**config.mk**
```make
export PLATFORM = sky130hd
export DESIGN_NAME = delimited_field_extractor
export DESIGN_NICKNAME = d
export VERILOG_FILES = /design/src/hdl/dfe_pkg.sv /design/src/hdl/dfe_digit_parser.sv /design/src/hdl/delimited_field_extractor.sv
export SDC_FILE = /design/constraint.sdc
export NUM_CORES = 1
export LEC_CHECK = 0
export BUFFER_PORTS_ARGS = -buffer_cell sky130_fd_sc_hd__buf_4
export CAP_MARGIN = 15
export CORE_MARGIN = 2
export CORE_UTILIZATION = 30
export DETAILED_ROUTE_END_ITERATION = 6
export PLACE_DENSITY = 0.51
export SYNTH_ARGS = -nofsm -noshare
export SYNTH_HDL_FRONTEND = slang
export SYNTH_HIERARCHICAL = 1
export SYNTH_SLANG_ARGS = --single-unit
```
**constraint.sdc**
```tcl
create_clock -name clk -period 10.1 [get_ports clk]
set_clock_uncertainty 0.05 [all_clocks]
set_input_delay 0.505 -clock clk [delete_from_list [all_inputs] [get_ports clk]]
set_output_delay 0.505 -clock clk [all_outputs]
set_load 0.02 [all_outputs]
```
**src/hdl/dfe_pkg.sv**
```systemverilog
// Shared constants, types and helpers for the delimited field extractor.
`timescale 1ns / 1ps

package dfe_pkg;

    localparam int MAX_DELIM   = 4;
    localparam int FIELD_CHARS = 31;
    localparam int OFFSET_BITS = 16;

    localparam int WIN_DEPTH    = (MAX_DELIM > 1) ? MAX_DELIM - 1 : 1;
    localparam int WIN_IDX_BITS = (WIN_DEPTH > 1) ? $clog2(WIN_DEPTH) : 1;
    localparam int FILL_BITS    = (MAX_DELIM > 1) ? $clog2(MAX_DELIM) : 1;
    localparam int LEN_BITS     = $clog2(MAX_DELIM + 1);
    localparam int CHARS_BITS   = $clog2(FIELD_CHARS + 1);

    localparam int CFG_INDEX_BITS = 2;
    localparam logic [CFG_INDEX_BITS-1:0] CFG_DELIM_BYTES  = 2'd0;
    localparam logic [CFG_INDEX_BITS-1:0] CFG_DELIM_LENGTH = 2'd1;
    localparam logic [CFG_INDEX_BITS-1:0] CFG_FIELD_NUMBER = 2'd2;

    localparam logic STATUS_FOUND = 1'b0;
    localparam logic STATUS_RANGE = 1'b1;

    localparam logic [31:0] DELIM_BYTES_RESET  = 32'd44;
    localparam logic [2:0]  DELIM_LENGTH_RESET = 3'd1;
    localparam logic [7:0]  FIELD_NUMBER_RESET = 8'd0;

    typedef enum logic [1:0] {
        PH_SPACE,
        PH_SIGN,
        PH_DIGITS,
        PH_BAD
    } phase_t;

    typedef enum logic {
        ST_RUN,
        ST_FLUSH
    } ctrl_state_t;

    typedef struct packed {
        phase_t                phase;
        logic [31:0]           magnitude;
        logic                  overflow;
        logic                  negative;
        logic [CHARS_BITS-1:0] chars;
    } parse_t;

    localparam parse_t PARSE_RESET = '{
        phase:     PH_SPACE,
        magnitude: 32'd0,
        overflow:  1'b0,
        negative:  1'b0,
        chars:     '0
    };

    // Result as it is queued; the signed value is formed at the output.
    typedef struct packed {
        logic        status;
        logic        num_ok;
        logic        negative;
        logic [31:0] magnitude;
        logic [15:0] offset;
    } result_t;

    function automatic logic [7:0] delim_byte(input logic [31:0] bytes, input int k);
        logic [7:0] r;
        r = 8'd0;
        if (k < 4)
            r = bytes[8*k +: 8];
        return r;
    endfunction

    function automatic result_t found_result(input parse_t p,
                                             input logic [OFFSET_BITS-1:0] start);
        result_t r;
        r.status    = STATUS_FOUND;
        r.num_ok    = (p.phase == PH_DIGITS) && !p.overflow
                      && (p.negative || !p.magnitude[31]);
        r.negative  = p.negative;
        r.magnitude = p.magnitude;
        r.offset    = 16'(start);
        return r;
    endfunction

    function automatic result_t range_result();
        result_t r;
        r.status    = STATUS_RANGE;
        r.num_ok    = 1'b0;
        r.negative  = 1'b0;
        r.magnitude = 32'd0;
        r.offset    = 16'd0;
        return r;
    endfunction

endpackage

```
**src/hdl/dfe_digit_parser.sv**
```systemverilog
// One character step of the decimal parser: whitespace, sign, digits.
`timescale 1ns / 1ps

module dfe_digit_parser (
    input  dfe_pkg::parse_t cur,
    input  logic [7:0]      char_in,
    input  logic            enable,
    output dfe_pkg::parse_t nxt
);
    import dfe_pkg::*;

    logic        is_digit;
    logic        is_space;
    logic [3:0]  digit;
    logic [35:0] scaled;
    parse_t      with_digit;

    assign is_digit = (char_in >= 8'h30) && (char_in <= 8'h39);
    assign is_space = (char_in == 8'h20) || ((char_in >= 8'h09) && (char_in <= 8'h0d));
    assign digit    = char_in[3:0];

    // Ten times the magnitude plus the digit, as two shifts and two adds.
    assign scaled = {1'b0, cur.magnitude, 3'b000} + {3'b000, cur.magnitude, 1'b0}
                    + {32'd0, digit};

    always_comb
    begin
        with_digit       = cur;
        with_digit.phase = PH_DIGITS;
        if (!cur.overflow)
        begin
            if (scaled > 36'h0_8000_0000)
                with_digit.overflow = 1'b1;
            else
                with_digit.magnitude = scaled[31:0];
        end
    end

    always_comb
    begin
        nxt = cur;
        if (enable && (int'(cur.chars) < FIELD_CHARS))
        begin
            nxt.chars = cur.chars + 1'b1;
            case (cur.phase)
                PH_SPACE:
                begin
                    if (is_space)
                        nxt.phase = PH_SPACE;
                    else if ((char_in == 8'h2b) || (char_in == 8'h2d))
                    begin
                        nxt.negative = (char_in == 8'h2d);
                        nxt.phase    = PH_SIGN;
                    end
                    else if (is_digit)
                    begin
                        nxt       = with_digit;
                        nxt.chars = cur.chars + 1'b1;
                    end
                    else
                        nxt.phase = PH_BAD;
                end
                PH_SIGN, PH_DIGITS:
                begin
                    if (is_digit)
                    begin
                        nxt       = with_digit;
                        nxt.chars = cur.chars + 1'b1;
                    end
                    else
                        nxt.phase = PH_BAD;
                end
                default:
                    nxt.phase = cur.phase;
            endcase
        end
    end

endmodule

```
**src/hdl/delimited_field_extractor.sv**
```systemverilog
// Top level: delimiter matching, field selection and the result queue.
//
//  channel  | handshake            | payload
//  ---------+----------------------+------------------------------------------
//  input    | in_valid / in_ready  | text_byte, end_of_string
//  output   | out_valid / out_ready| status, field_value, field_offset
//  config   | cfg_we               | cfg_index, cfg_data
//
// One word is taken per cycle while in_ready is high; the result of the word that ends the
// field is registered into the output queue. When a string ends with delimiter candidates
// still held in the match window and the field is wanted, the parser drains them one per
// cycle while the skid entry is free (up to MAX_DELIM - 1 bytes) with in_ready low. A
// two-entry output queue (register plus skid) lets input keep flowing while a result
// waits; apart from a drain, in_ready drops only while the skid entry is occupied.
// Reset clears all string state and restores the register defaults.
`timescale 1ns / 1ps

module delimited_field_extractor (
    input  logic                                 clk,
    input  logic                                 rst_n,
    input  logic                                 cfg_we,
    input  logic [dfe_pkg::CFG_INDEX_BITS-1:0]   cfg_index,
    input  logic [31:0]                          cfg_data,
    input  logic                                 in_valid,
    output logic                                 in_ready,
    input  logic [7:0]                           text_byte,
    input  logic                                 end_of_string,
    output logic                                 out_valid,
    input  logic                                 out_ready,
    output logic                                 status,
    output logic signed [31:0]                   field_value,
    output logic [15:0]                          field_offset
);
    import dfe_pkg::*;

    logic [31:0] delim_bytes_reg;
    logic [2:0]  delim_length_reg;
    logic [7:0]  field_number_reg;

    ctrl_state_t             state_reg, state_next;
    logic [7:0]              win_reg [WIN_DEPTH];
    logic [7:0]              win_next [WIN_DEPTH];
    logic [FILL_BITS-1:0]    fill_reg, fill_next;
    logic [7:0]              passed_reg, passed_next;
    logic [OFFSET_BITS-1:0]  pos_reg, pos_next;
    logic [OFFSET_BITS-1:0]  seg_reg, seg_next;
    parse_t                  parse_reg, parse_next;
    logic                    answered_reg, answered_next;
    logic [WIN_IDX_BITS-1:0] flush_idx_reg, flush_idx_next;

    logic    out_valid_reg, out_valid_next;
    result_t out_reg, out_next;
    logic    skid_valid_reg, skid_valid_next;
    result_t skid_reg, skid_next;

    logic [LEN_BITS-1:0] len_eff;
    logic                full;
    logic                matched;
    logic [7:0]          last_delim;
    logic                in_fire;
    logic                out_pop;
    logic [7:0]          feed_byte;
    logic                feed_en;
    parse_t              parsed;
    logic                push;
    result_t             push_res;
    logic                clear_all;

    // Delimiter length with zero read as one and large values held at MAX_DELIM.
    always_comb
    begin
        if (delim_length_reg == 3'd0)
            len_eff = LEN_BITS'(1);
        else if (int'(delim_length_reg) > MAX_DELIM)
            len_eff = LEN_BITS'(MAX_DELIM);
        else
            len_eff = LEN_BITS'(delim_length_reg);
    end

    always_comb
    begin
        last_delim = 8'd0;
        for (int k = 0; k < MAX_DELIM; k++)
            if (int'(len_eff) == k + 1)
                last_delim = delim_byte(delim_bytes_reg, k);
    end

    always_comb
    begin
        full    = (int'(fill_reg) >= int'(len_eff) - 1);
        matched = full && (text_byte == last_delim);
        for (int i = 0; i < WIN_DEPTH; i++)
            if ((i + 1 < int'(len_eff)) && (win_reg[i] != delim_byte(delim_bytes_reg, i)))
                matched = 1'b0;
    end

    assign in_ready = (state_reg == ST_RUN) && !skid_valid_reg;
    assign in_fire  = in_valid && in_ready;
    assign out_pop  = out_valid_reg && out_ready;

    always_comb
    begin
        if (state_reg == ST_FLUSH)
        begin
            feed_byte = win_reg[flush_idx_reg];
            feed_en   = 1'b1;
        end
        else
        begin
            feed_byte = (len_eff > LEN_BITS'(1)) ? win_reg[0] : text_byte;
            feed_en   = in_fire && !answered_reg && full && !matched;
        end
    end

    dfe_digit_parser u_parser (
        .cur     (parse_reg),
        .char_in (feed_byte),
        .enable  (feed_en),
        .nxt     (parsed)
    );

    always_comb
    begin
        state_next     = state_reg;
        win_next       = win_reg;
        fill_next      = fill_reg;
        passed_next    = passed_reg;
        pos_next       = pos_reg;
        seg_next       = seg_reg;
        parse_next     = parse_reg;
        answered_next  = answered_reg;
        flush_idx_next = flush_idx_reg;
        push           = 1'b0;
        push_res       = range_result();
        clear_all      = 1'b0;

        case (state_reg)
            ST_RUN:
            begin
                if (in_fire)
                begin
                    if (!answered_reg)
                    begin
                        if (matched)
                        begin
                            fill_next = '0;
                            if (passed_reg == field_number_reg)
                            begin
                                push          = 1'b1;
                                push_res      = found_result(parse_reg, seg_reg);
                                answered_next = 1'b1;
                            end
                            else
                            begin
                                passed_next = passed_reg + 8'd1;
                                seg_next    = pos_reg + 1'b1;
                                parse_next  = PARSE_RESET;
                            end
                        end
                        else if (full)
                        begin
                            parse_next = parsed;
                            if (len_eff > LEN_BITS'(1))
                            begin
                                for (int i = 0; i < WIN_DEPTH; i++)
                                begin
                                    if (i + 2 < int'(len_eff))
                                    begin
                                        if (i + 1 < WIN_DEPTH)
                                            win_next[i] = win_reg[i + 1];
                                    end
                                    else if (i + 2 == int'(len_eff))
                                        win_next[i] = text_byte;
                                end
                                fill_next = FILL_BITS'(len_eff - LEN_BITS'(1));
                            end
                        end
                        else
                        begin
                            if (int'(fill_reg) < WIN_DEPTH)
                                win_next[fill_reg[WIN_IDX_BITS-1:0]] = text_byte;
                            fill_next = fill_reg + 1'b1;
                        end

                        if (end_of_string && !answered_next)
                        begin
                            if ((passed_next == field_number_reg) && (fill_next != '0))
                            begin
                                // Held-back bytes still belong to the field.
                                state_next     = ST_FLUSH;
                                flush_idx_next = '0;
                            end
                            else
                            begin
                                push = 1'b1;
                                if (passed_next == field_number_reg)
                                    push_res = found_result(parse_next, seg_next);
                                else
                                    push_res = range_result();
                            end
                        end
                    end
                    pos_next = pos_reg + 1'b1;
                    if (end_of_string && (state_next == ST_RUN))
                        clear_all = 1'b1;
                end
            end
            ST_FLUSH:
            begin
                if (!skid_valid_reg)
                begin
                    parse_next     = parsed;
                    flush_idx_next = flush_idx_reg + 1'b1;
                    if (FILL_BITS'(flush_idx_reg) + 1'b1 == fill_reg)
                    begin
                        push       = 1'b1;
                        push_res   = found_result(parsed, seg_reg);
                        clear_all  = 1'b1;
                        state_next = ST_RUN;
                    end
                end
            end
            default:
                state_next = ST_RUN;
        endcase

        if (clear_all)
        begin
            for (int i = 0; i < WIN_DEPTH; i++)
                win_next[i] = 8'd0;
            fill_next     = '0;
            passed_next   = 8'd0;
            pos_next      = '0;
            seg_next      = '0;
            parse_next    = PARSE_RESET;
            answered_next = 1'b0;
        end
    end

    // Output register with a skid entry behind it.
    always_comb
    begin
        out_valid_next  = out_valid_reg;
        out_next        = out_reg;
        skid_valid_next = skid_valid_reg;
        skid_next       = skid_reg;
        if (out_pop || !out_valid_reg)
        begin
            if (skid_valid_reg)
            begin
                out_next        = skid_reg;
                out_valid_next  = 1'b1;
                skid_valid_next = 1'b0;
            end
            else
            begin
                out_next       = push_res;
                out_valid_next = push;
            end
        end
        else if (push)
        begin
            skid_next       = push_res;
            skid_valid_next = 1'b1;
        end
    end

    always_ff @(posedge clk or negedge rst_n)
    begin
        if (!rst_n)
        begin
            delim_bytes_reg  <= DELIM_BYTES_RESET;
            delim_length_reg <= DELIM_LENGTH_RESET;
            field_number_reg <= FIELD_NUMBER_RESET;
        end
        else if (cfg_we)
        begin
            case (cfg_index)
                CFG_DELIM_BYTES:  delim_bytes_reg  <= cfg_data;
                CFG_DELIM_LENGTH: delim_length_reg <= cfg_data[2:0];
                CFG_FIELD_NUMBER: field_number_reg <= cfg_data[7:0];
                default:          delim_bytes_reg  <= delim_bytes_reg;
            endcase
        end
    end

    always_ff @(posedge clk or negedge rst_n)
    begin
        if (!rst_n)
        begin
            state_reg      <= ST_RUN;
            for (int i = 0; i < WIN_DEPTH; i++)
                win_reg[i] <= 8'd0;
            fill_reg       <= '0;
            passed_reg     <= 8'd0;
            pos_reg        <= '0;
            seg_reg        <= '0;
            parse_reg      <= PARSE_RESET;
            answered_reg   <= 1'b0;
            flush_idx_reg  <= '0;
            out_valid_reg  <= 1'b0;
            skid_valid_reg <= 1'b0;
        end
        else
        begin
            state_reg      <= state_next;
            win_reg        <= win_next;
            fill_reg       <= fill_next;
            passed_reg     <= passed_next;
            pos_reg        <= pos_next;
            seg_reg        <= seg_next;
            parse_reg      <= parse_next;
            answered_reg   <= answered_next;
            flush_idx_reg  <= flush_idx_next;
            out_valid_reg  <= out_valid_next;
            skid_valid_reg <= skid_valid_next;
        end
    end

    always_ff @(posedge clk)
    begin
        out_reg  <= out_next;
        skid_reg <= skid_next;
    end

    assign out_valid    = out_valid_reg;
    assign status       = out_reg.status;
    assign field_offset = out_reg.offset;
    assign field_value  = !out_reg.num_ok ? 32'sd0 :
                          out_reg.negative ? $signed(32'd0 - out_reg.magnitude) :
                                             $signed(out_reg.magnitude);

    // The skid entry is only ever filled behind a waiting output word.
    assert property (@(posedge clk) disable iff (!rst_n)
        skid_valid_reg |-> out_valid_reg)
        else $error("skid entry valid while output register empty");

    // Draining never runs past the bytes held in the window.
    assert property (@(posedge clk) disable iff (!rst_n)
        (state_reg == ST_FLUSH) |-> (FILL_BITS'(flush_idx_reg) < fill_reg))
        else $error("flush index beyond window fill");

    // A drain always finishes with a result pushed into the queue.
    assert property (@(posedge clk) disable iff (!rst_n)
        (state_reg == ST_FLUSH && state_next == ST_RUN) |-> push)
        else $error("flush ended without a result");

    // After a string ends the next word starts at offset zero.
    assert property (@(posedge clk) disable iff (!rst_n)
        (in_fire && end_of_string && state_next == ST_RUN)
        |=> (pos_reg == '0) && !answered_reg && (passed_reg == 8'd0))
        else $error("string state not cleared at end of string");

    // A result is never pushed while the skid entry is occupied.
    assert property (@(posedge clk) disable iff (!rst_n)
        push |-> !skid_valid_reg)
        else $error("result pushed into a full queue");

endmodule
```
=== After elaboration in Yosys (flattened, before gate mapping) ===
Index checks and enable logic that the tools add are counted.

* Flip-flop bits (word level): 258
* Output and inout port bits: 51

* Add/subtract/negate cells: 10
* Magnitude comparators: 17
* Eq/ne operators: 41
* Multiplexer cells: 135
* Bitwise operators: 5
* Reduce and logical (&&, ||, !) cells: 60

{| class="wikitable"
|+ Operators by type and width
! kind !! count
|-
| $mux 51 || 10
|-
| $mux 41 || 11
|-
| $mux 24 || 8
|-
| $mux 8 || 24
|-
| $mux 16 || 9
|-
| $pmux 51 s2 || 1
|-
| $mux 32 || 3
|-
| $pmux 41 s2 || 1
|-
| $mux 39 || 2
|-
| $pmux 39 s2 || 1
|-
| $mux 33 || 2
|-
| $add 35x33->36 || 1
|-
| $add 36x4->36 || 1
|-
| $gt 36x32->1 const B || 1
|-
| $mux 1 || 35
|-
| $mux 2 || 17
|-
| $sub 1x32->32 const A || 1
|-
| $bwmux 24 || 1
|-
| $eq 8x6->1 const B || 3
|-
| $eq 8x8->1 || 3
|-
| $ne 8x8->1 || 3
|-
| $logic_and 1x1->1 || 23
|-
| $add 16x1->16 const B || 1
|-
| $bmux 8 s2 || 1
|-
| other kinds (51) || 105
|}

=== Logic depth before layout (Yosys ltp) ===
Gate-level depths: netlist of run 1.

* Depth in word-level cells: 33
* Depth in mapped cells: 27

=== Modules after synthesis ===
The synthesis of run 1 kept the hierarchy.

{| class="wikitable"
|+ By module, submodules not included
! module !! instances !! cells an instance !! area an instance (um2) !! seq. area each (um2)
|-
| delimited_field_extractor || 1 || 1,316 || 13,828.3 || 6,971.7
|-
| dfe_digit_parser || 1 || 498 || 3,572.2 || 0.0
|}

=== Worst setup path before layout of run 1 ===
OpenSTA, ideal clock, no wires.

* Path kind: register -> register
* Start point: register state_reg
* End point: register out_reg[49] (netlist name), data pin
* Setup time: 0.260 ns
* Arrival time: 5.396 ns
* Setup slack: 4.394 ns
* Stages on the path, launching flop included: 26
* Path buffers: 5
* Period minus slack after synthesis: 5.706 ns
* Cells stage by stage: dfrtp_1 clkbuf_1 clkbuf_1 clkbuf_1 clkbuf_1 nand2_1 o21ai_0 ha_1 ha_1 inv_1 fa_1 nor2b_1 o2111ai_1 a21bo_2 a2111oi_2 a2111oi_4 xnor2_1 nor4_1 and4_4 buf_4 a32o_1 inv_1 o2111a_1 a21oi_1 o21ai_0 mux2_2

{| class="wikitable"
|+ RTL lines
! what !! line !! source
|-
| start, declared || delimited_field_extractor.sv:40 || <nowiki>ctrl_state_t state_reg, state_next;</nowiki>
|-
| start signal, assigned || delimited_field_extractor.sv:306 || <nowiki>state_reg <= state_next;</nowiki>
|-
| end signal, assigned || delimited_field_extractor.sv:322 || <nowiki>out_reg <= out_next;</nowiki>
|-
| end, declared || delimited_field_extractor.sv:52 || <nowiki>result_t out_reg, out_next;</nowiki>
|}

==> run metrics, run 1 <==
clk_lat worst skew=580 ps; initial core utilization=between 30% and 40%; Post-DRT Antenna Nets=0; die span in y=245 um; Avg Synthesized Cell Area=9.59 um2; kind of critical path=flip-flop to flip-flop; fraction of layout instances using a drive strength above 1=15.7%; ranking of synthesized cells by area=dfrtp_1 22%, edfxtp_1 18%, ha_1 5.3%, xnor2_1 4.8%, a21oi_1 4.2%; final clock period utilization by the worst path=66.6%; per-cell routed wire length=19.0 um; # IOs=99; cell at the root of the clock tree=clkbuf_16; min cycle time layout=around 6700 ps; final-stage net count=1962; library cells used by synthesis=88; share of the yosys chip area belonging to registers=40.1%; Hold Violations, Final=0; number of warning messages in the yosys log=6; Primary FF master, synth=dfrtp_1; sort of element at the end of the critical path=flip-flop; static leakage=8.12 nW; share of Yosys cell area claimed by the top area cell type=roughly 22%; Total Wirelength=49900 um; buffer levels on the longest clock path=3; Arrival @ worst endpoint=7000 ps; largest net degree at the start of global routing=90; required arrival time at the worst endpoint=10380 ps; Max Cap Viol=0; library cell with the largest summed area after synthesis=dfrtp_1; worst hold-check path type=primary input to flip-flop; Slew Viols, Final=0; worst slack at placement=between 3000 and 4000 ps; max FFs per register=slightly above 50; TritonRoute pass-1 iters=5; final worst setup slack=between 3000 and 4000 ps; power per cell area=194 nW/um2; number of gates resized after CTS=0; transition time at the pin with the least slew margin=1200 ps; DRC errors left=0; wire length of the first global-routing pass=80100 um; post-route total power=approximately 0.0038 W; global-route total usage across every layer=16.5%; number of buffers created by CTS=29; Post-DP HPWL=35600 um; Die ar.=59900 um2; vias in the first global route=13900; post-synthesis register bit count=258; achievable clock frequency=0.149 GHz; clock-pin slew of the registers on the worst-case setup and hold paths=60 ps; number of buffers added for setup after CTS=0; post-synthesis instance area=17400 um2; Via density=between 5 and 6; hold buffer count at CTS=1; setup repair after global routing missed its margin=false; total congestion overflow=0; TritonCTS clock tree=built; GPL Wtd Cong=0.875; Post-synth ARST share=60.5%; total number of clock tree sinks=258; floorplan die width=~240 um; total nets after synthesis=1938; Rows=88; largest voltage drop on the vdd net=about 130 uV; Worst Setup Start Kind=flip-flop; most common library cell in the layout ignoring fill and taps=nand2_1; number of I/O port buffers=98; crit path max fanout=31; worst slew margin relative to its limit=between 15 and 20%; final core area utilization=between 30% and 40%; instance count of the mapped netlist=~1800; CTS H-Tree Depth=1; DRC marker count from the first detailed-route iteration=930; commonest non-fill, non-tap cells in the layout=191 x nand2_1, 151 x dfrtp_1, 147 x a21oi_1; run status=completed; number of enable-type register cells in the synthesized netlist=102; core region area=57500 um2; via count of the routed design=roughly 14000; number of antenna violations at the first check in global routing=1; final-report setup violation count=0; Setup TNS=0 ps; relative area change from synthesis to final layout=13.1%
-- cell type report --
class	count	area (um2)
antenna	1	2.50
clock inverter	15	123
clock buffer	39	847
inverter	26	97.6
tap	765	957
timing repair buffer	118	892
fill	5927	37800
sequential	258	6970
multi-input combinational	1405	9790
-- final timing paths --
path,slack [ps],end,start,depth (start not counted)
min in group asynchronous,500,delim_length_reg[1]$_DFFE_PN0P_,rst_n,2
worst min register to register,440,seg_reg[1]$_DFFE_PN0P_,seg_reg[1]$_DFFE_PN0P_,1
max in group asynchronous,8060,seg_reg[8]$_DFFE_PN0P_,rst_n,3
worst max register to register,3380,out_reg[45]$_DFFE_PN_,delim_length_reg[2]$_DFFE_PN0P_,20
worst max-delay path,3380,out_reg[45]$_DFFE_PN_,delim_length_reg[2]$_DFFE_PN0P_,20
worst min-delay path,110,delim_bytes_reg[23]$_DFFE_PN0P_,cfg_data[23],2
-- through the flow --
step           std cells  hold slack (ps)  instance area [um2]
6_report            2627              107                19700
2_1_floorplan       1814              159                17400
4_1_cts             2625             73.7                19700
5_1_grt             2626             73.9                19700
3_3_place_gp        2570              421                18700
3_5_place_dp        2570              424                18700
-- layer usage --
layer / wire length, um / up-vias / part of all wire (%) / track usage, %
li1: - / 6684 / - / -
met1: 23800 / 6889 / 48 / 23.6
met2: 22900 / 370 / 46 / 26.3
met3: 2400 / 52 / 4.8 / 2.19
met4: 776 / 0 / 1.6 / 3.78
met5: 0 / - / 0 / 0
-- worst max-delay path: stages (launching register included) --
cell and delay [ps]:
dfrtp_1 550, nor2_1 240, buf_4 250, mux2i_1 120, o21ai_0 750, ha_1 380
ha_1 200, inv_1 90, fa_1 230, nor2b_1 70, o2111ai_1 350, a21oi_1 200
a211oi_1 350, nor3_2 130, a221oi_1 340, mux2i_1 240, and4_1 520, o211a_4 640
o21ai_1 230, a32o_1 270, mux2_2 260
-- logic make-up after synthesis --
| group | after synthesis | share of synthesized area, % |
|---|---|---|
| and+or+nand+nor | 567 | 15.7 |
| AOI/OAI and AO/OA | 510 | 20.9 |
| DFF | 258 | 40.1 |
| xor gates and xnor gates | 154 | 7.75 |
| buffers and inverters | 151 | 3.99 |
| muxes | 98 | 6.05 |
| adders and majority gates | 76 | 5.55 |
-- power by group --
group / leakage (nW) / switching, W / total, W / internal [W]
clock network: 0.483 / 0.000453 / 0.00107 / 0.000617
logic: 4.54 / 0.000783 / 0.00128 / 0.000497
registers: 3.09 / 0.000225 / 0.00147 / 0.00124
-- cell usage after synthesis, types with 5 or more instances --
cell type / n
xor2_1: 59
nor4_1: 11
and3_1: 14
buf_4: 17
ha_1: 74
o21a_1: 7
or3_1: 13
mux2_2: 57
a221o_1: 5
a32o_1: 5
nor2b_1: 24
nand2b_1: 14
nand3_1: 27
a211oi_1: 17
o22ai_2: 20
o21ai_0: 67
nand2_1: 191
o21ai_1: 17
or2_2: 7
a22o_1: 39
o2bb2ai_1: 22
xnor2_1: 95
dfrtp_1: 152
nor3_1: 26
a21oi_1: 147
and2_1: 43
o31ai_1: 12
nor2_1: 139
buf_2: 15
o41ai_1: 6
buf_6: 6
a31oi_1: 6
buf_1: 14
o211ai_1: 13
edfxtp_1: 102
nand4_1: 26
nor3_2: 6
mux2i_1: 41
a21o_1: 48
a22oi_1: 14
a221oi_1: 12
inv_1: 26
o2111ai_1: 10
clkbuf_1: 73
No activity file was read; power rests on OpenSTA's default activity.
==> inputs of run 2 (changes only) <==
--- a/config.mk
+++ b/config.mk
@@ -10,7 +10,7 @@
 export CORE_MARGIN = 2
 export CORE_UTILIZATION = 30
 export DETAILED_ROUTE_END_ITERATION = 6
-export PLACE_DENSITY = 0.51
+export PLACE_DENSITY = 0.53
 export SYNTH_ARGS = -nofsm -noshare
 export SYNTH_HDL_FRONTEND = slang
 export SYNTH_HIERARCHICAL = 1
==> constraint.sdc (replaced) <==
create_clock -name clk -period 5.8 [get_ports clk]
set_clock_uncertainty 0.05 [all_clocks]
set_input_delay 0.29 -clock clk [delete_from_list [all_inputs] [get_ports clk]]
set_output_delay 0.29 -clock clk [all_outputs]
set_load 0.02 [all_outputs]
==> run metrics, run 2 (synthesis gave the netlist of run 1 again) <==
run status=completed; commonest non-fill, non-tap cells in the layout=191 x nand2_1, 154 x buf_4, 150 x dfrtp_1; transition time at the pin with the least slew margin=1100 ps (-97.0 ps); relative area change from synthesis to final layout=17.5%; Hold Violations, Final=0 (unchanged); final-report setup violation count=0 (unchanged); CTS H-Tree Depth=1 (unchanged); worst hold slack across all endpoints=30.6 ps (-76.9 ps); part of the total power dissipated in the clock network=27.1% (-0.9 points); most common library cell in the layout ignoring fill and taps=nand2_1; clk_lat worst skew=600 ps (+20 ps); switching share of power=38.4% (+0.10 points); Post-DP HPWL=36800 um (+3.5%); setup repair after global routing missed its margin=false; required arrival time at the worst endpoint=6080 ps (-4300 ps); Max Cap Viol=0 (unchanged); worst hold-check path type=primary input to flip-flop; final worst setup slack=358 ps (-3020 ps); static leakage=8.48 nW (+4.5%); largest voltage drop on the vdd net=220 uV (+70%); cell at the root of the clock tree=clkbuf_16; achievable clock frequency=0.184 GHz (+24%); min cycle time layout=5440 ps (-1280 ps); power per cell area=332 nW/um2 (+71%); clock-pin slew of the registers on the worst-case setup and hold paths=60 ps (about the same); DRC errors left=0 (unchanged); core region area=57500 um2 (unchanged); kind of critical path=flip-flop to flip-flop; number of fillers in the final layout=5832 (-1.6%); max FFs per register=51 (unchanged); floorplan die width=245 um (unchanged); DRC marker count from the first detailed-route iteration=1024 (+10%); worst slew margin relative to its limit=26.7% (+6.8 points); total number of clock tree sinks=258 (unchanged); Reg2Reg Launch Point=delim_length_reg[2]$_DFFE_PN0P_; number of buffers created by CTS=31 (+6.9%); per-cell routed wire length=18.7 um (-1.5%); Post-DRT Antenna Nets=0 (unchanged); number of antenna violations at the first check in global routing=0 (-1); Rows=88 (unchanged); Switching Power=0.00260 W (+78%); setup slack of the worst register-to-register path=360 ps (-3020 ps); sort of element at the end of the critical path=flip-flop; wire length of the first global-routing pass=81200 um (+1.4%); logic gate share of total power=35.7% (+2.2 points); Setup TNS=0 ps (unchanged); Arrival @ worst endpoint=5720 ps (-1280 ps); via count of the routed design=14300 (+2.4%); total congestion overflow=0 (unchanged); fraction of layout instances using a drive strength above 1=17.8% (+2.1 points); die span in y=245 um (unchanged); FF-to-FF path depth=25 (+25%); vias in the first global route=14100 (+1.7%); Via density=5.29 (-0.64%); buffer levels on the longest clock path=3 (unchanged); crit path max fanout=4 (-87%); TritonCTS clock tree=built; initial core utilization=30.3% (unchanged); largest net degree at the start of global routing=60 (-33%); TritonRoute pass-1 iters=5 (unchanged); final-stage net count=2040 (+4.0%); Total Wirelength=50600 um (+1.5%); launch instance of the worst min-delay path=text_byte[4]; number of buffers added for setup after CTS=0 (unchanged); share of total power in sequential cells=37.2% (-1.3 points); # IOs=99 (unchanged); Worst Setup Start Kind=flip-flop; Worst Hold Endpoint=win_reg[4]$_DFFE_PN0P_; reg2reg end=out_reg[47]$_DFFE_PN_; number of I/O port buffers=98 (unchanged); internal power summed over all cells=0.00418 W (+77%); Die ar.=59900 um2 (unchanged); Slew Viols, Final=0 (unchanged); final clock period utilization by the worst path=93.8% (+27 points); global-route total usage across every layer=16.7% (+0.20 points); GPL Wtd Cong=0.886 (+1.2%); worst hold path depth=3 (+1); worst slack at placement=143 ps (-3370 ps)
==> run 2: cell count changes in the layout (fill, tap and decap cells not counted), sizes merged <==
cell	before	now
dlygate4sd3	1	36
clkbuf	39	36
buf	117	158
inv	27	28
clkinvlp	0	3
clkinv	13	16
==> run 2: cell type report <==
cell class / count / area, um2 / share of cell area (%)
sequential: 258 / 6970 / 34.1
antenna: 1 / 2.50 / 0.0122
multi-input combinational: 1405 / 9870 / 48.3
inverter: 26 / 97.6 / 0.477
tap: 765 / 957 / 4.68
clock buffer: 36 / 795 / 3.89
timing repair buffer: 194 / 1590 / 7.77
clock inverter: 22 / 159 / 0.777
==> run 2: metrics by stage <==
step	total power, W	area, um2	util, %	instances
global placement	0.00487	19000	33.1	2612
detailed placement	0.00491	19000	33.1	2612
global route	0.00719	20400	35.6	2706
finish	0.00678	20400	35.6	2707
floorplan	0.00411	17400	-	1814
CTS	0.00680	20400	35.4	2706
==> run 2: how the worst max path moves through the flow <==
stage,from,to,slack [ps]
floorplan,state_reg$_DFF_PN0_,out_reg[49]$_DFFE_PN_,90
global placement,flush_idx_reg[1]$_DFFE_PN0P_,out_reg[47]$_DFFE_PN_,250
detailed placement,flush_idx_reg[1]$_DFFE_PN0P_,out_reg[47]$_DFFE_PN_,140
CTS,flush_idx_reg[1]$_DFFE_PN0P_,out_reg[47]$_DFFE_PN_,90
global route,delim_length_reg[2]$_DFFE_PN0P_,out_reg[47]$_DFFE_PN_,40
finish,delim_length_reg[2]$_DFFE_PN0P_,out_reg[47]$_DFFE_PN_,360
==> run 2: what timing repair did <==
item	4_1_cts	5_1_grt
hold buffers	36	0
hold endpoints to repair	103	0
resized for setup	0	22
endpoints found under the setup margin	0	97
==> run 2: worst max-delay path: stages (launching register included) <==
cell and delay, ps:
dfrtp_1 380, nor2_2 130, buf_4 160, mux2i_1 240
o21ai_1 140, fa_1 540, inv_1 60, fa_1 410
nor2b_2 140, o2111ai_1 140, buf_4 180, a21bo_2 250
a2111oi_4 350, a2111oi_4 110, nor2_1 130, a31oi_1 40
and4_1 230, and3_1 150, a32o_2 300, buf_4 140
nand2_1 50, o21ai_0 110, nand4_1 140, o31ai_1 100
a22o_1 230, mux2_2 260
==> run 2: layer usage <==
| metal | global-route usage [%] | part of all wire, % | up-vias |
|---|---|---|---|
| met2 | 26.4 | 46 | 374 |
| li1 | - | - | 6838 |
| met5 | 0 | 0 | - |
| met4 | 3.21 | 1.7 | 0 |
| met1 | 24.6 | 48 | 7063 |
| met3 | 1.78 | 4.8 | 54 |
==> run 2: power groups by stage <==
stage                     logic, W  clock network [W]  registers [W]
after global routing       0.00267            0.00196        0.00256
after detailed placement   0.00236                  0        0.00255
final                      0.00242            0.00184        0.00252
after floorplan            0.00171                  0        0.00241
after CTS                  0.00239            0.00189        0.00251
after global placement     0.00233                  0        0.00254
==> inputs of run 3 (changes only) <==
--- a/config.mk
+++ b/config.mk
@@ -7,10 +7,11 @@
 export LEC_CHECK = 0
 export BUFFER_PORTS_ARGS = -buffer_cell sky130_fd_sc_hd__buf_4
 export CAP_MARGIN = 15
+export CORE_ASPECT_RATIO = 0.7
 export CORE_MARGIN = 2
 export CORE_UTILIZATION = 30
 export DETAILED_ROUTE_END_ITERATION = 6
-export PLACE_DENSITY = 0.53
+export PLACE_DENSITY = 0.48
 export SYNTH_ARGS = -nofsm -noshare
 export SYNTH_HDL_FRONTEND = slang
 export SYNTH_HIERARCHICAL = 1
==> run metrics, run 3 (synthesis gave the netlist of run 1 again) <==
largest voltage drop on the vdd net=321 uV (+46%); # diodes=0 (-1); power per cell area=338 nW/um2 (+1.9%); final-stage net count=2031 (-0.44%); most common library cell in the layout ignoring fill and taps=nand2_1; worst hold-check path type=primary input to flip-flop; Setup TNS=0 ps (unchanged); crit path max fanout=15 (+11); final design area excluding fillers=20400 um2 (-0.40%); FF-to-FF path depth=23 (-8.0%); Switching Power=0.00265 W (+1.8%); static leakage=8.45 nW (-0.36%); logic gate share of total power=34.6% (-1.1 points); cell at the root of the clock tree=clkbuf_16; max FFs per register=51 (unchanged); CTS H-Tree Depth=1 (unchanged); buffering stage count on the worst path with inverters included=5 (+1); Die ar.=60000 um2 (about the same); Via density=5.41 (+2.1%); worst slew margin relative to its limit=25.7% (-1.0 points); end point of the critical path=out_reg[28]$_DFFE_PN_; TritonRoute pass-1 iters=5 (unchanged); wire length of the first global-routing pass=84400 um (+4.0%); startpoint of the most critical setup path=flush_idx_reg[1]$_DFFE_PN0P_; post-route total power=0.00688 W (+1.5%); TritonCTS clock tree=built; transition time at the pin with the least slew margin=1110 ps (+15.2 ps); per-cell routed wire length=20.3 um (+8.4%); share of total power in sequential cells=37.1% (about the same); core region area=57100 um2 (-0.68%); vias in the first global route=13800 (-2.0%); GPL Wtd Cong=0.879 (-0.73%); total congestion overflow=0 (unchanged); switching share of power=38.5% (+0.11 points); total number of clock tree sinks=258 (unchanged); Post-DP HPWL=39000 um (+6.0%); number of buffers created by CTS=30 (-3.2%); Worst path most repeated cell=buf_4; commonest non-fill, non-tap cells in the layout=191 x nand2_1, 151 x dfrtp_1, 146 x a21oi_1; Rows=73 (-17%); global-route total usage across every layer=17.8% (+1.2 points); sequential cell area=6970 um2 (about the same); sort of element at the end of the critical path=flip-flop; Cell Area, Placed=18900 um2 (-0.77%); cell family contributing the most delay on the critical path=compound AO/OA/AOI/OAI gates; reg2reg end=out_reg[28]$_DFFE_PN_; floorplan die width=292 um (+19%); Arrival @ worst endpoint=5780 ps (+60 ps); achievable clock frequency=0.183 GHz (-0.65%); die span in y=205 um (-16%); via count of the routed design=14500 (+1.1%); final-report setup violation count=0 (unchanged); relative area change from synthesis to final layout=17.0%; number of I/O port buffers=98 (unchanged); initial core utilization=30.5% (+0.21 points); setup slack of the worst register-to-register path=320 ps (-40 ps); ordered list of cells on the worst path=buf_4 -> mux2i_1 -> o21ai_0 -> nand2_1 -> o21ai_2 -> fa_1 -> inv_1 -> fa_1 -> nor2b_1 -> o2111ai_2 -> a21oi_2 -> a211oi_1 -> nor3_2 -> buf_4 -> a221oi_1 -> mux2i_1 -> and4_1 -> buf_4 -> o211a_4 -> buf_4 -> o21ai_1 -> a22o_1 -> a21o_1; final clock period utilization by the worst path=94.4% (+0.62 points); internal power summed over all cells=0.00423 W (+1.3%); kind of critical path=flip-flop to flip-flop; path length in cells of the critical path=23 (-8.0%); required arrival time at the worst endpoint=6110 ps (+30 ps); Max Cap Viol=0 (unchanged); Total Wirelength=54300 um (+7.3%); Reg2Reg Launch Point=flush_idx_reg[1]$_DFFE_PN0P_; clk_lat worst skew=600 ps (about the same); # IOs=99 (unchanged); run status=completed; number of fillers in the final layout=5764 (-1.2%); Worst path max stage delay=500 ps (-40 ps); Slew Viols, Final=0 (unchanged); worst-path cell with the longest stage delay=fa_1; Post-DRT Antenna Nets=0 (unchanged); Hold Violations, Final=0 (unchanged); min cycle time layout=5480 ps (+35.8 ps); Worst Setup Start Kind=flip-flop; DRC errors left=0 (unchanged); largest net degree at the start of global routing=81 (+35%); number of antenna violations at the first check in global routing=0 (unchanged); DRC marker count from the first detailed-route iteration=1233 (+20%); fraction of layout instances using a drive strength above 1=16.9% (-0.89 points); buffer levels on the longest clock path=3 (unchanged); area of combinational cells with multiple inputs=9820 um2 (-0.52%); clock-pin slew of the registers on the worst-case setup and hold paths=60 ps (about the same); part of the total power dissipated in the clock network=28.3% (+1.2 points); setup repair after global routing missed its margin=false
## run 3: cell type report
class,count,area share [%]
multi-input combinational,1405,48.2
sequential,258,34.2
timing repair buffer,186,7.52
tap,750,4.61
clock buffer,40,4.02
clock inverter,16,0.910
inverter,26,0.479
## run 3: worst min-delay path: cells and delay by family
kind	cells	cell delay, ps
mux	1	90
simple gates	1	80
buf+inv	1	160
## run 3: worst min path at each step
stage / end / slack, ps / depth (start not counted) / startpoint
after floorplan: answered_reg$_DFFE_PN0P_ / -60 / 0 / rst_n
after global placement: delim_bytes_reg[10]$_DFFE_PN0P_ / 350 / 1 / rst_n
after detailed placement: delim_bytes_reg[18]$_DFFE_PN0P_ / 360 / 1 / rst_n
after CTS: win_reg[6]$_DFFE_PN0P_ / 4 / 3 / text_byte[6]
after global routing: win_reg[6]$_DFFE_PN0P_ / 20 / 3 / text_byte[6]
final: win_reg[6]$_DFFE_PN0P_ / 30 / 3 / text_byte[6]
## run 3: power by group through the flow
stage / sequential [W] / combinational [W] / clock [W]
after global routing: 0.00259 / 0.00262 / 0.00207
final: 0.00256 / 0.00238 / 0.00195
after detailed placement: 0.00258 / 0.00232 / 0
after floorplan: 0.00241 / 0.00171 / 0
after global placement: 0.00257 / 0.00231 / 0
after CTS: 0.00254 / 0.00236 / 0.00199
## run 3: through the flow
step | hold WS (ps) | cells | util, % | worst slack [ps]
3_5_place_dp | 361 | 2580 | 33.1 | -53.2
3_3_place_gp | 345 | 2580 | 33.1 | 56.6
4_1_cts | 4.30 | 2673 | 35.5 | 89.0
2_1_floorplan | -55.6 | 1814 | - | 94.5
5_1_grt | 23.7 | 2681 | 35.7 | 17.4
6_report | 25.6 | 2681 | 35.7 | 322
## run 3: metal layers
layer	wire, um	vias to the layer above	GRT usage, %
met5	0	-	0
met4	679	0	2.69
met3	3620	48	3.27
met2	21700	418	24.9
met1	28300	7202	28.5
li1	-	6824	-
## run 3: repair_timing
action,in CTS,in global routing
setup endpoints to repair,20,95
pin swaps,1,1
gates cloned,0,0
resized for setup,1,8
setup buffers,0,7
endpoints found under the hold margin,121,0
hold buffers,37,0
